File: config.mk
export PLATFORM = sky130hd
export DESIGN_NAME = epoch_to_calendar
export DESIGN_NICKNAME = d
export VERILOG_FILES = /design/src/hw/rtl/etc_pkg.sv /design/src/hw/rtl/epoch_to_calendar.sv /design/src/hw/rtl/etc_clock.sv /design/src/hw/rtl/etc_date.sv
export SDC_FILE = /design/constraint.sdc
export NUM_CORES = 2
export LEC_CHECK = 0
export BUFFER_PORTS_ARGS = -buffer_cell sky130_fd_sc_hd__buf_2
export CORE_ASPECT_RATIO = 1.5
export CORE_MARGIN = 2
export CORE_UTILIZATION = 45
export DETAILED_ROUTE_END_ITERATION = 12
export SETUP_SLACK_MARGIN = 0.3
export SYNTH_ARGS = -nofsm -noshare
export SYNTH_HDL_FRONTEND = slang
export SYNTH_SLANG_ARGS = --single-unit
File: constraint.sdc
create_clock -name i_clk -period 10.3 [get_ports i_clk]
set_input_delay 1.03 -clock i_clk [delete_from_list [all_inputs] [get_ports i_clk]]
set_output_delay 1.03 -clock i_clk [all_outputs]
set_load 0.005 [all_outputs]
File: src/hw/rtl/etc_pkg.sv
// Shared types, constants and the month table for the epoch to calendar pipeline.
package etc_pkg;

    // Port field widths
    localparam int EPOCH_W   = 32;
    localparam int YEAR_W    = 12;
    localparam int MONTH_W   = 4;
    localparam int DAY_W     = 5;
    localparam int HOUR_W    = 5;
    localparam int MINUTE_W  = 6;
    localparam int SECOND_W  = 6;
    localparam int WDAY_W    = 3;
    localparam int CFG_IDX_W = 8;

    // Internal widths
    localparam int DAYS_W  = 16;   // whole days, at most 49710
    localparam int TOD_W   = 17;   // seconds of day
    localparam int DOE_W   = 18;   // day of era
    localparam int YOE_W   = 9;    // year of era
    localparam int DOY_W   = 9;    // day of March-based year
    localparam int MP_W    = 4;    // March-based month
    localparam int Q1460_W = 7;    // leap cycles within the era
    localparam int N_W     = 11;   // 5 * doy + 2
    localparam int WD_W    = 17;   // days + 4
    localparam int WQ_W    = 13;   // (days + 4) / 7
    localparam int MREM_W  = 12;   // seconds of hour

    // Register reset values
    localparam logic [EPOCH_W-1:0] RESET_FLOOR = 32'd1600000000;
    localparam logic [EPOCH_W-1:0] RESET_MAX   = 32'd4102444799;

    typedef enum logic [CFG_IDX_W-1:0] {
        CFG_SYNC_FLOOR = CFG_IDX_W'(0),
        CFG_MAX_EPOCH  = CFG_IDX_W'(1)
    } t_cfg_idx;

    // 86400 = 675 << 7
    localparam int SEC_SHIFT     = 7;
    localparam int DAY_DIV       = 675;
    localparam int DAY_K         = EPOCH_W - SEC_SHIFT;
    localparam int DAY_RECIP     = (1 << DAY_K) / DAY_DIV;

    localparam int SECS_PER_HOUR = 3600;
    localparam int HOUR_RECIP    = (1 << TOD_W) / SECS_PER_HOUR;
    localparam int SECS_PER_MIN  = 60;
    localparam int MIN_RECIP     = (1 << MREM_W) / SECS_PER_MIN;
    localparam int WEEK_DAYS     = 7;
    localparam int WEEK_RECIP    = (1 << WD_W) / WEEK_DAYS;
    localparam int WEEK_OFFSET   = 4;    // day 0 was a Thursday

    // Era split: only eras 4 and 5 are reachable from a 32-bit epoch
    localparam int DAYS_TO_MARCH_ERA = 719468;
    localparam int DAYS_PER_ERA      = 146097;
    localparam int ERA_FIRST         = 4;
    localparam int ERA_SPLIT    = (ERA_FIRST + 1) * DAYS_PER_ERA - DAYS_TO_MARCH_ERA;
    localparam int DOE_OFF_LO   = DAYS_TO_MARCH_ERA - ERA_FIRST * DAYS_PER_ERA;
    localparam int YEAR_BASE_LO = ERA_FIRST * 400;
    localparam int YEAR_BASE_HI = (ERA_FIRST + 1) * 400;

    localparam int LEAP_DAYS    = 1460;
    localparam int LEAP_RECIP   = (1 << DOE_W) / LEAP_DAYS;
    localparam int CENT_DAYS    = 36524;
    localparam int ERA_LAST_DAY = 146096;
    localparam int YEAR_DAYS    = 365;
    localparam int YEAR_RECIP   = (1 << DOE_W) / YEAR_DAYS;
    localparam int MONTH_SPAN   = 153;
    localparam int MP_RECIP     = (1 << N_W) / MONTH_SPAN;

    // Pipeline depths
    localparam int SPLIT_LAT = 3;
    localparam int DATE_LAT  = 9;
    localparam int CLK_LAT   = 4;
    localparam int PAD_DEPTH = DATE_LAT - CLK_LAT;
    localparam int TOTAL_LAT = SPLIT_LAT + DATE_LAT;

    typedef struct packed {
        logic [HOUR_W-1:0]   hour;
        logic [MINUTE_W-1:0] minute;
        logic [SECOND_W-1:0] second;
        logic [WDAY_W-1:0]   weekday;
        logic                in_range;
    } t_clock;

    typedef struct packed {
        logic [YEAR_W-1:0]  year;
        logic [MONTH_W-1:0] month;
        logic [DAY_W-1:0]   day;
    } t_date;

    // First day of each March-based month: (153 * mp + 2) / 5
    function automatic logic [DOY_W-1:0] month_offset(input logic [MP_W-1:0] mp);
        logic [DOY_W-1:0] v;
        case (mp)
            4'd0:    v = 9'd0;
            4'd1:    v = 9'd31;
            4'd2:    v = 9'd61;
            4'd3:    v = 9'd92;
            4'd4:    v = 9'd122;
            4'd5:    v = 9'd153;
            4'd6:    v = 9'd184;
            4'd7:    v = 9'd214;
            4'd8:    v = 9'd245;
            4'd9:    v = 9'd275;
            4'd10:   v = 9'd306;
            4'd11:   v = 9'd337;
            default: v = 9'd0;
        endcase
        return v;
    endfunction

endpackage

File: src/hw/rtl/epoch_to_calendar.sv
// Top level: Unix epoch seconds to Gregorian date, time of day and weekday.
//
//  channel  | signals                                   | flow
//  ---------+-------------------------------------------+---------------------------------
//  request  | start, busy, i_epoch_seconds              | taken when start && !busy
//  result   | o_strobe, o_year .. o_in_range            | one-cycle strobe, no back-pressure
//  config   | i_cfg_valid, o_cfg_ready, i_cfg_index,    | written when valid && ready;
//           | i_cfg_data                                | 0 sync_floor, 1 max_epoch
//
// One request per cycle; busy never rises. Each request passes through 3 stages
// that split seconds into days and seconds of day (reciprocal multiply by 1/675
// and a one-step correction), then 9 stages of date arithmetic that set the depth;
// the time-of-day path is padded to match. Synchronous reset clears the valid
// pipeline and restores the bound registers. The receiver cannot stall, so the
// pipeline never holds.
module epoch_to_calendar (
    input  logic                            i_clk,
    input  logic                            i_rst_n,
    input  logic                            start,
    output logic                            busy,
    input  logic [etc_pkg::EPOCH_W-1:0]     i_epoch_seconds,
    input  logic                            i_cfg_valid,
    output logic                            o_cfg_ready,
    input  logic [etc_pkg::CFG_IDX_W-1:0]   i_cfg_index,
    input  logic [etc_pkg::EPOCH_W-1:0]     i_cfg_data,
    output logic                            o_strobe,
    output logic [etc_pkg::YEAR_W-1:0]      o_year,
    output logic [etc_pkg::MONTH_W-1:0]     o_month,
    output logic [etc_pkg::DAY_W-1:0]       o_day,
    output logic [etc_pkg::HOUR_W-1:0]      o_hour,
    output logic [etc_pkg::MINUTE_W-1:0]    o_minute,
    output logic [etc_pkg::SECOND_W-1:0]    o_second,
    output logic [etc_pkg::WDAY_W-1:0]      o_weekday,
    output logic                            o_in_range
);

    localparam int XW     = etc_pkg::EPOCH_W - etc_pkg::SEC_SHIFT;   // epoch / 128
    localparam int PROD_W = XW + etc_pkg::DAYS_W;
    localparam int RR_W   = etc_pkg::TOD_W - etc_pkg::SEC_SHIFT;     // remainder / 128

    // Bound registers
    logic [etc_pkg::EPOCH_W-1:0] r_sync_floor;
    logic [etc_pkg::EPOCH_W-1:0] r_max_epoch;

    assign o_cfg_ready = 1'b1;
    assign busy        = 1'b0;

    always_ff @(posedge i_clk) begin
        if (!i_rst_n) begin
            r_sync_floor <= etc_pkg::RESET_FLOOR;
            r_max_epoch  <= etc_pkg::RESET_MAX;
        end else if (i_cfg_valid && o_cfg_ready) begin
            unique case (i_cfg_index)
                etc_pkg::CFG_SYNC_FLOOR: r_sync_floor <= i_cfg_data;
                etc_pkg::CFG_MAX_EPOCH:  r_max_epoch  <= i_cfg_data;
                default: ;  // unmapped index, write dropped
            endcase
        end
    end

    // Stage A: capture request, range check against current bounds
    logic                           n_accept;
    logic                           n_ok;
    logic                           r_a_vld;
    logic [etc_pkg::EPOCH_W-1:0]    r_a_ep;
    logic                           r_a_ok;

    assign n_accept = start && !busy;
    assign n_ok     = (i_epoch_seconds >= r_sync_floor) && (i_epoch_seconds <= r_max_epoch);

    // Stage B: day estimate, (epoch >> 7) * floor(2^25 / 675) >> 25, low by at most one
    logic [PROD_W-1:0]              n_b_prod;
    logic                           r_b_vld;
    logic [etc_pkg::EPOCH_W-1:0]    r_b_ep;
    logic                           r_b_ok;
    logic [etc_pkg::DAYS_W-1:0]     r_b_q0;

    assign n_b_prod = PROD_W'(r_a_ep[etc_pkg::EPOCH_W-1:etc_pkg::SEC_SHIFT])
                    * PROD_W'(etc_pkg::DAY_RECIP);

    // Stage C: correct the day count, rebuild seconds of day
    logic [XW-1:0]                  n_c_rem;
    logic                           n_c_fix;
    logic [XW-1:0]                  n_c_rr;
    logic                           r_c_vld;
    logic                           r_c_ok;
    logic [etc_pkg::DAYS_W-1:0]     r_c_days;
    logic [etc_pkg::TOD_W-1:0]      r_c_tod;

    assign n_c_rem = r_b_ep[etc_pkg::EPOCH_W-1:etc_pkg::SEC_SHIFT]
                   - XW'(r_b_q0) * XW'(etc_pkg::DAY_DIV);
    assign n_c_fix = n_c_rem >= XW'(etc_pkg::DAY_DIV);
    assign n_c_rr  = n_c_fix ? n_c_rem - XW'(etc_pkg::DAY_DIV) : n_c_rem;

    always_ff @(posedge i_clk) begin
        if (!i_rst_n) begin
            r_a_vld <= 1'b0;
            r_b_vld <= 1'b0;
            r_c_vld <= 1'b0;
        end else begin
            r_a_vld <= n_accept;
            r_b_vld <= r_a_vld;
            r_c_vld <= r_b_vld;
        end
    end

    always_ff @(posedge i_clk) begin
        if (n_accept) begin
            r_a_ep <= i_epoch_seconds;
            r_a_ok <= n_ok;
        end
        r_b_ep   <= r_a_ep;
        r_b_ok   <= r_a_ok;
        r_b_q0   <= n_b_prod[PROD_W-1 -: etc_pkg::DAYS_W];
        r_c_ok   <= r_b_ok;
        r_c_days <= r_b_q0 + etc_pkg::DAYS_W'(n_c_fix);
        r_c_tod  <= {n_c_rr[RR_W-1:0], r_b_ep[etc_pkg::SEC_SHIFT-1:0]};
    end

    // Date and time-of-day paths run side by side from stage C
    logic               w_date_vld;
    etc_pkg::t_date     w_date;
    etc_pkg::t_clock    w_clock;

    etc_date u_date (
        .i_clk   (i_clk),
        .i_rst_n (i_rst_n),
        .i_vld   (r_c_vld),
        .i_days  (r_c_days),
        .o_vld   (w_date_vld),
        .o_date  (w_date)
    );

    etc_clock u_clock (
        .i_clk      (i_clk),
        .i_days     (r_c_days),
        .i_tod      (r_c_tod),
        .i_in_range (r_c_ok),
        .o_clock    (w_clock)
    );

    // Delay the shorter time-of-day path to line up with the date
    etc_pkg::t_clock r_pad [etc_pkg::PAD_DEPTH];

    always_ff @(posedge i_clk) begin
        r_pad[0] <= w_clock;
        for (int i = 1; i < etc_pkg::PAD_DEPTH; i++) begin
            r_pad[i] <= r_pad[i-1];
        end
    end

    assign o_strobe   = w_date_vld;
    assign o_year     = w_date.year;
    assign o_month    = w_date.month;
    assign o_day      = w_date.day;
    assign o_hour     = r_pad[etc_pkg::PAD_DEPTH-1].hour;
    assign o_minute   = r_pad[etc_pkg::PAD_DEPTH-1].minute;
    assign o_second   = r_pad[etc_pkg::PAD_DEPTH-1].second;
    assign o_weekday  = r_pad[etc_pkg::PAD_DEPTH-1].weekday;
    assign o_in_range = r_pad[etc_pkg::PAD_DEPTH-1].in_range;

endmodule

File: src/hw/rtl/etc_clock.sv
// Time of day, weekday and range flag pipeline.
module etc_clock (
    input  logic                         i_clk,
    input  logic [etc_pkg::DAYS_W-1:0]   i_days,
    input  logic [etc_pkg::TOD_W-1:0]    i_tod,
    input  logic                         i_in_range,
    output etc_pkg::t_clock              o_clock
);

    localparam int HP_W = etc_pkg::TOD_W + etc_pkg::MINUTE_W;
    localparam int WP_W = etc_pkg::WD_W + etc_pkg::WQ_W;
    localparam int MP_W = etc_pkg::MREM_W + etc_pkg::MINUTE_W;

    // stage 1: quotient estimates
    logic [HP_W-1:0]                n1_hprod;
    logic [etc_pkg::WD_W-1:0]       n1_w;
    logic [WP_W-1:0]                n1_wprod;
    logic [etc_pkg::HOUR_W-1:0]     r1_hq;
    logic [etc_pkg::TOD_W-1:0]      r1_tod;
    logic [etc_pkg::WD_W-1:0]       r1_w;
    logic [etc_pkg::WQ_W-1:0]       r1_wq;
    logic                           r1_ok;

    assign n1_hprod = HP_W'(i_tod) * HP_W'(etc_pkg::HOUR_RECIP);
    assign n1_w     = etc_pkg::WD_W'(i_days) + etc_pkg::WD_W'(etc_pkg::WEEK_OFFSET);
    assign n1_wprod = WP_W'(n1_w) * WP_W'(etc_pkg::WEEK_RECIP);

    always_ff @(posedge i_clk) begin
        r1_hq  <= n1_hprod[etc_pkg::TOD_W +: etc_pkg::HOUR_W];
        r1_tod <= i_tod;
        r1_w   <= n1_w;
        r1_wq  <= n1_wprod[etc_pkg::WD_W +: etc_pkg::WQ_W];
        r1_ok  <= i_in_range;
    end

    // stage 2: hour and weekday corrections
    logic [etc_pkg::TOD_W-1:0]      n2_hrem;
    logic                           n2_hfix;
    logic [etc_pkg::TOD_W-1:0]      n2_mrem;
    logic [etc_pkg::WD_W-1:0]       n2_wrem;
    logic [3:0]                     n2_w4;
    logic [3:0]                     n2_wday;
    logic [etc_pkg::HOUR_W-1:0]     r2_hour;
    logic [etc_pkg::MREM_W-1:0]     r2_mrem;
    logic [etc_pkg::WDAY_W-1:0]     r2_wday;
    logic                           r2_ok;

    assign n2_hrem = r1_tod - etc_pkg::TOD_W'(r1_hq) * etc_pkg::TOD_W'(etc_pkg::SECS_PER_HOUR);
    assign n2_hfix = n2_hrem >= etc_pkg::TOD_W'(etc_pkg::SECS_PER_HOUR);
    assign n2_mrem = n2_hfix ? n2_hrem - etc_pkg::TOD_W'(etc_pkg::SECS_PER_HOUR) : n2_hrem;
    assign n2_wrem = r1_w - etc_pkg::WD_W'(r1_wq) * etc_pkg::WD_W'(etc_pkg::WEEK_DAYS);
    assign n2_w4   = n2_wrem[3:0];
    assign n2_wday = (n2_w4 >= 4'(etc_pkg::WEEK_DAYS)) ? n2_w4 - 4'(etc_pkg::WEEK_DAYS) : n2_w4;

    always_ff @(posedge i_clk) begin
        r2_hour <= r1_hq + etc_pkg::HOUR_W'(n2_hfix);
        r2_mrem <= n2_mrem[etc_pkg::MREM_W-1:0];
        r2_wday <= n2_wday[etc_pkg::WDAY_W-1:0];
        r2_ok   <= r1_ok;
    end

    // stage 3: minute estimate
    logic [MP_W-1:0]                n3_mprod;
    logic [etc_pkg::MINUTE_W-1:0]   r3_mq;
    logic [etc_pkg::MREM_W-1:0]     r3_mrem;
    logic [etc_pkg::HOUR_W-1:0]     r3_hour;
    logic [etc_pkg::WDAY_W-1:0]     r3_wday;
    logic                           r3_ok;

    assign n3_mprod = MP_W'(r2_mrem) * MP_W'(etc_pkg::MIN_RECIP);

    always_ff @(posedge i_clk) begin
        r3_mq   <= n3_mprod[etc_pkg::MREM_W +: etc_pkg::MINUTE_W];
        r3_mrem <= r2_mrem;
        r3_hour <= r2_hour;
        r3_wday <= r2_wday;
        r3_ok   <= r2_ok;
    end

    // stage 4: minute correction and seconds
    logic [etc_pkg::MREM_W-1:0]     n4_srem_full;
    logic [6:0]                     n4_srem;
    logic                           n4_sfix;
    logic [6:0]                     n4_sec;
    etc_pkg::t_clock                r4_clock;

    assign n4_srem_full = r3_mrem
                        - etc_pkg::MREM_W'(r3_mq) * etc_pkg::MREM_W'(etc_pkg::SECS_PER_MIN);
    assign n4_srem = n4_srem_full[6:0];
    assign n4_sfix = n4_srem >= 7'(etc_pkg::SECS_PER_MIN);
    assign n4_sec  = n4_sfix ? n4_srem - 7'(etc_pkg::SECS_PER_MIN) : n4_srem;

    always_ff @(posedge i_clk) begin
        r4_clock.hour     <= r3_hour;
        r4_clock.minute   <= r3_mq + etc_pkg::MINUTE_W'(n4_sfix);
        r4_clock.second   <= n4_sec[etc_pkg::SECOND_W-1:0];
        r4_clock.weekday  <= r3_wday;
        r4_clock.in_range <= r3_ok;
    end

    assign o_clock = r4_clock;

endmodule

File: src/hw/rtl/etc_date.sv
// Civil date from day count: era / day-of-era method as a nine-stage pipeline.
module etc_date (
    input  logic                        i_clk,
    input  logic                        i_rst_n,
    input  logic                        i_vld,
    input  logic [etc_pkg::DAYS_W-1:0]  i_days,
    output logic                        o_vld,
    output etc_pkg::t_date              o_date
);

    localparam int DW  = etc_pkg::DOE_W;
    localparam int P2W = DW + etc_pkg::Q1460_W;
    localparam int P4W = DW + etc_pkg::YOE_W;
    localparam int P7W = etc_pkg::N_W + etc_pkg::MP_W;

    logic [etc_pkg::DATE_LAT-1:0] r_vld;

    always_ff @(posedge i_clk) begin
        if (!i_rst_n) begin
            r_vld <= '0;
        end else begin
            r_vld <= {r_vld[etc_pkg::DATE_LAT-2:0], i_vld};
        end
    end

    assign o_vld = r_vld[etc_pkg::DATE_LAT-1];

    // s1: era and day of era
    logic          n1_hi;
    logic [DW-1:0] n1_doe;
    logic          r1_hi;
    logic [DW-1:0] r1_doe;

    assign n1_hi  = i_days >= etc_pkg::DAYS_W'(etc_pkg::ERA_SPLIT);
    assign n1_doe = n1_hi ? DW'(i_days) - DW'(etc_pkg::ERA_SPLIT)
                          : DW'(i_days) + DW'(etc_pkg::DOE_OFF_LO);

    always_ff @(posedge i_clk) begin
        r1_hi  <= n1_hi;
        r1_doe <= n1_doe;
    end

    // s2: leap-cycle estimate, century count, last day of era
    logic [P2W-1:0]                  n2_prod;
    logic [2:0]                      n2_cent;
    logic                            r2_hi;
    logic [DW-1:0]                   r2_doe;
    logic [etc_pkg::Q1460_W-1:0]     r2_q;
    logic [2:0]                      r2_cent;
    logic                            r2_last;

    assign n2_prod = P2W'(r1_doe) * P2W'(etc_pkg::LEAP_RECIP);
    assign n2_cent = 3'(r1_doe >= DW'(etc_pkg::CENT_DAYS))
                   + 3'(r1_doe >= DW'(2 * etc_pkg::CENT_DAYS))
                   + 3'(r1_doe >= DW'(3 * etc_pkg::CENT_DAYS))
                   + 3'(r1_doe >= DW'(4 * etc_pkg::CENT_DAYS));

    always_ff @(posedge i_clk) begin
        r2_hi   <= r1_hi;
        r2_doe  <= r1_doe;
        r2_q    <= n2_prod[DW +: etc_pkg::Q1460_W];
        r2_cent <= n2_cent;
        r2_last <= r1_doe == DW'(etc_pkg::ERA_LAST_DAY);
    end

    // s3: correct leap count, form the year numerator
    logic [DW-1:0] n3_rem;
    logic [DW-1:0] n3_q;
    logic          r3_hi;
    logic [DW-1:0] r3_doe;
    logic [DW-1:0] r3_t;

    assign n3_rem = r2_doe - DW'(r2_q) * DW'(etc_pkg::LEAP_DAYS);
    assign n3_q   = DW'(r2_q) + DW'(n3_rem >= DW'(etc_pkg::LEAP_DAYS));

    always_ff @(posedge i_clk) begin
        r3_hi  <= r2_hi;
        r3_doe <= r2_doe;
        r3_t   <= r2_doe - n3_q + DW'(r2_cent) - DW'(r2_last);
    end

    // s4: year-of-era estimate
    logic [P4W-1:0]                n4_prod;
    logic                          r4_hi;
    logic [DW-1:0]                 r4_doe;
    logic [DW-1:0]                 r4_t;
    logic [etc_pkg::YOE_W-1:0]     r4_q;

    assign n4_prod = P4W'(r3_t) * P4W'(etc_pkg::YEAR_RECIP);

    always_ff @(posedge i_clk) begin
        r4_hi  <= r3_hi;
        r4_doe <= r3_doe;
        r4_t   <= r3_t;
        r4_q   <= n4_prod[DW +: etc_pkg::YOE_W];
    end

    // s5: correct year of era
    logic [DW-1:0]                 n5_rem;
    logic                          r5_hi;
    logic [DW-1:0]                 r5_doe;
    logic [etc_pkg::YOE_W-1:0]     r5_yoe;

    assign n5_rem = r4_t - DW'(r4_q) * DW'(etc_pkg::YEAR_DAYS);

    always_ff @(posedge i_clk) begin
        r5_hi  <= r4_hi;
        r5_doe <= r4_doe;
        r5_yoe <= r4_q + etc_pkg::YOE_W'(n5_rem >= DW'(etc_pkg::YEAR_DAYS));
    end

    // s6: day of year and March-based year
    logic [1:0]                    n6_c100;
    logic [DW-1:0]                 n6_sub;
    logic [DW-1:0]                 n6_doy;
    logic [etc_pkg::DOY_W-1:0]     r6_doy;
    logic [etc_pkg::YEAR_W-1:0]    r6_yr;

    assign n6_c100 = 2'(r5_yoe >= etc_pkg::YOE_W'(100))
                   + 2'(r5_yoe >= etc_pkg::YOE_W'(200))
                   + 2'(r5_yoe >= etc_pkg::YOE_W'(300));
    assign n6_sub  = DW'(r5_yoe) * DW'(etc_pkg::YEAR_DAYS) + DW'(r5_yoe >> 2) - DW'(n6_c100);
    assign n6_doy  = r5_doe - n6_sub;

    always_ff @(posedge i_clk) begin
        r6_doy <= n6_doy[etc_pkg::DOY_W-1:0];
        r6_yr  <= etc_pkg::YEAR_W'(r5_yoe)
                + (r5_hi ? etc_pkg::YEAR_W'(etc_pkg::YEAR_BASE_HI)
                         : etc_pkg::YEAR_W'(etc_pkg::YEAR_BASE_LO));
    end

    // s7: month estimate, (5 * doy + 2) * recip folded into one product
    logic [P7W-1:0]                n7_prod;
    logic [etc_pkg::MP_W-1:0]      r7_q;
    logic [etc_pkg::DOY_W-1:0]     r7_doy;
    logic [etc_pkg::YEAR_W-1:0]    r7_yr;

    assign n7_prod = P7W'(r6_doy) * P7W'(5 * etc_pkg::MP_RECIP) + P7W'(2 * etc_pkg::MP_RECIP);

    always_ff @(posedge i_clk) begin
        r7_q   <= n7_prod[etc_pkg::N_W +: etc_pkg::MP_W];
        r7_doy <= r6_doy;
        r7_yr  <= r6_yr;
    end

    // s8: correct month
    logic [etc_pkg::N_W-1:0]       n8_n;
    logic [etc_pkg::N_W-1:0]       n8_rem;
    logic [etc_pkg::MP_W-1:0]      r8_mp;
    logic [etc_pkg::DOY_W-1:0]     r8_doy;
    logic [etc_pkg::YEAR_W-1:0]    r8_yr;

    assign n8_n   = etc_pkg::N_W'(r7_doy) * etc_pkg::N_W'(5) + etc_pkg::N_W'(2);
    assign n8_rem = n8_n - etc_pkg::N_W'(r7_q) * etc_pkg::N_W'(etc_pkg::MONTH_SPAN);

    always_ff @(posedge i_clk) begin
        r8_mp  <= r7_q + etc_pkg::MP_W'(n8_rem >= etc_pkg::N_W'(etc_pkg::MONTH_SPAN));
        r8_doy <= r7_doy;
        r8_yr  <= r7_yr;
    end

    // s9: calendar month, day, January/February roll into next year
    logic [etc_pkg::DOY_W-1:0]     n9_day;
    logic [etc_pkg::MONTH_W-1:0]   n9_mo;
    etc_pkg::t_date                r9_date;

    assign n9_day = r8_doy - etc_pkg::month_offset(r8_mp) + etc_pkg::DOY_W'(1);
    assign n9_mo  = (r8_mp < etc_pkg::MP_W'(10)) ? r8_mp + etc_pkg::MONTH_W'(3)
                                                 : r8_mp - etc_pkg::MONTH_W'(9);

    always_ff @(posedge i_clk) begin
        r9_date.day   <= n9_day[etc_pkg::DAY_W-1:0];
        r9_date.month <= n9_mo;
        r9_date.year  <= r8_yr + etc_pkg::YEAR_W'(n9_mo <= etc_pkg::MONTH_W'(2));
    end

    assign o_date = r9_date;

endmodule

==> flow_summary.toml <==
[outcome]
status = "completed"

[drt]
drt_pre_antenna_iters = 5
drt_iter0_markers = 926
vias = 29000
wl_per_cell_um = 15.1
wl_mm = 88.8
drtAntennaViolNets = 0
drc_errors = 0
viasPerCell = 4.95

[critical_path]
crit_type = "reg -> reg"
slowest_delay_ns = 0.53
cp_max_fo = 5
critPathTopFamily = "adder cells"
critPathRequiredTime_ns = 10.82
arrival_ns = 9.64
crit_buf_inv = 6
start_kind = "flip-flop"
cp_slowest_cell = "fa_1"
endpoint_kind = "flip-flop"

[sta]
clock_skew_ns = 0.0408
rsz0062_at_grt = "no"
max_freq_mhz = 110
min_period_over_period_pct = 88.5
slew_violations = 0
maxSlewHeadroom_pct = 26.5
max_slew.worst_pin.slew_ns = 1.10
finalCriticalPeriod_ns = 9.12
setup_viol = 0
finalSetupTns_ns = 0
hold_viol_final = 0

[floorplanning]
dieArea_um2 = 102000
initial_core_util_pct = 45.2
pin_count = 121
core_um2 = 99500
num_rows = 142
die_x_um = 262
die_h_um = 391

[global_routing]
grt_pass1_wl_mm = 151
grt_max_degree = 77
antenna_found_initial = 3
grt_usage_pct = 18.2
overflow = 0
grt_pass1_vias = 31300

[logic_synthesis]
ys_warn_count = 0
synth_cell_types = 79
synth-main-ff-cell = "dfxtp_1"
synth_largest_area_cell = "dfxtp_1"
syn_area_per_cell_um2 = 10.2
synth_seq_cells = 618
netlist_area_um2 = 45000
ys_async_sr_fraction_pct = 0
synth_seq_area_share_pct = 28.3
synth_top_cell_area_share_pct = 26.1
yosys-top-cells-area = "dfxtp_1 26%, ha_1 25%, fa_1 17%"
syn_inst = 4397
synth_edf_count = 33
syn-num-nets = 5745

[clock_network]
root_buffer = "clkbuf_16"
clkLatencyLatePin_ns = 0.66
cts_hold_buf = 0
ctsResizeCount = 0
postCtsSetupRepairBufs = 0
clockBufferDepth = 3
cts-buffers-inserted = 61
cts_tree = "done"
path_clk_slew_ns = 0.06
ctsHtreeMaxLevel = 2
cts.sinks = 618

[cells_and_area]
mostFrequentLayoutCell = "inv_1"
layout_common_cells = "892 x inv_1, 891 x ha_1, 585 x dfxtp_1"
nets = 5860
area_delta_synth_final_pct = 9.07
drive_gt1_share_pct = 5.72

[place]
place_hpwl_mm = 74.3
place.gp.congestion = 0.884
portBuffers = 118

[flow_run]
maxCapViolCount = 0

[hold_path]
hp-class = "reg -> reg"
-- per-stage QoR --
| step | cell area [um^2] | setup WS [ns] | cells | utilization, % | hold slack [ns] |
|---|---|---|---|---|---|
| 4_1_cts | 49000 | 1.16 | 5860 | 49.3 | 0.309 |
| 5_1_grt | 49000 | 0.486 | 5860 | 49.3 | 0.319 |
| 3_3_place_gp | 46800 | 1.29 | 5745 | 47.1 | 0.310 |
| 6_report | 49000 | 1.18 | 5862 | 49.3 | 0.309 |
| 2_1_floorplan | 45000 | 2.21 | 4397 | - | 0.310 |
| 3_5_place_dp | 46800 | 1.18 | 5745 | 47.1 | 0.312 |
-- final timing paths --
kind	cells past startpoint	from	end	slack (ns)
hold reg to reg	0	u_date.r3_doe[6]$_DFF_P_	u_date.r4_doe[6]$_DFF_P_	0.31
setup / recovery	42	u_date.r2_q[1]$_DFF_P_	u_date.r3_t[16]$_DFF_P_	1.18
setup reg to reg	42	u_date.r2_q[1]$_DFF_P_	u_date.r3_t[16]$_DFF_P_	1.18
hold / removal	0	u_date.r3_doe[6]$_DFF_P_	u_date.r4_doe[6]$_DFF_P_	0.31
-- per-layer routing --
| metal | track usage (%) | share of wire, % | vias to the layer above |
|---|---|---|---|
| met4 | 7.40 | 4.3 | 2 |
| met5 | 0 | 0.015 | - |
| met1 | 18.9 | 37 | 13800 |
| met2 | 36.2 | 56 | 405 |
| met3 | 2.19 | 2.8 | 208 |
| li1 | - | - | 14600 |
-- sequential cells by signal, summed over array words and instances (netlist names), 21 cells and up, named ones only --
name and count:
u_clock.o_clock 21, u_date.o_date 21, r_sync_floor 32, r_a_ep 32, r_pad 105, r_b_ep 32, r_max_epoch 32
-- layout make-up --
| class | count | area (um^2) |
|---|---|---|
| diodes | 2 | 5.00 |
| clock buffers | 73 | 1630 |
| clock inverters | 42 | 553 |
| fillers | 9333 | 50500 |
| inverters | 892 | 3350 |
| multi-input cells | 2819 | 28600 |
| flip-flops and latches | 618 | 12700 |
| well taps | 1296 | 1620 |
| repair buffers | 120 | 606 |
-- Yosys cell counts (all sizes together), types with 7 or more instances --
cell type and instances:
mux2i 9, and3 20, nand2b 25, o31ai 7
inv 892, nand3b 9, a31oi 15, or3 10
xnor2 188, o21a 39, nand3 47, dfxtp 585
edfxtp 33, o211ai 44, a31o 8, a21boi 39
nor2b 38, o21ai 100, nand4 35, nand2 219
nor3 58, or2 13, nor4 11, a21oi 154
nor2 121, buf 29, a21o 66, and4 8
xor2 86, o21bai 23, clkbuf 39, a2111oi 13
ha 891, and2 28, fa 381, a211oi 14
-- kinds of logic (layout without fill, tap and decap cells) --
kind of cell | Yosys count | after routing | synth area share (%)
XOR/XNOR | 275 | 275 | 5.39
adder cells (fa/ha/maj) | 1272 | 1272 | 41.8
flip-flops | 618 | 618 | 28.3
buffers and inverters | 960 | 1127 | 8.22
other | 2 | 4 | 0.0167
multiplexers | 13 | 13 | 0.301
AO/OA/AOI/OAI | 593 | 593 | 8.78
AND/OR/NAND/NOR | 664 | 664 | 7.26
Power is not shown: default switching activity piles up to over one toggle a cycle in this logic, so the estimate is an artifact.
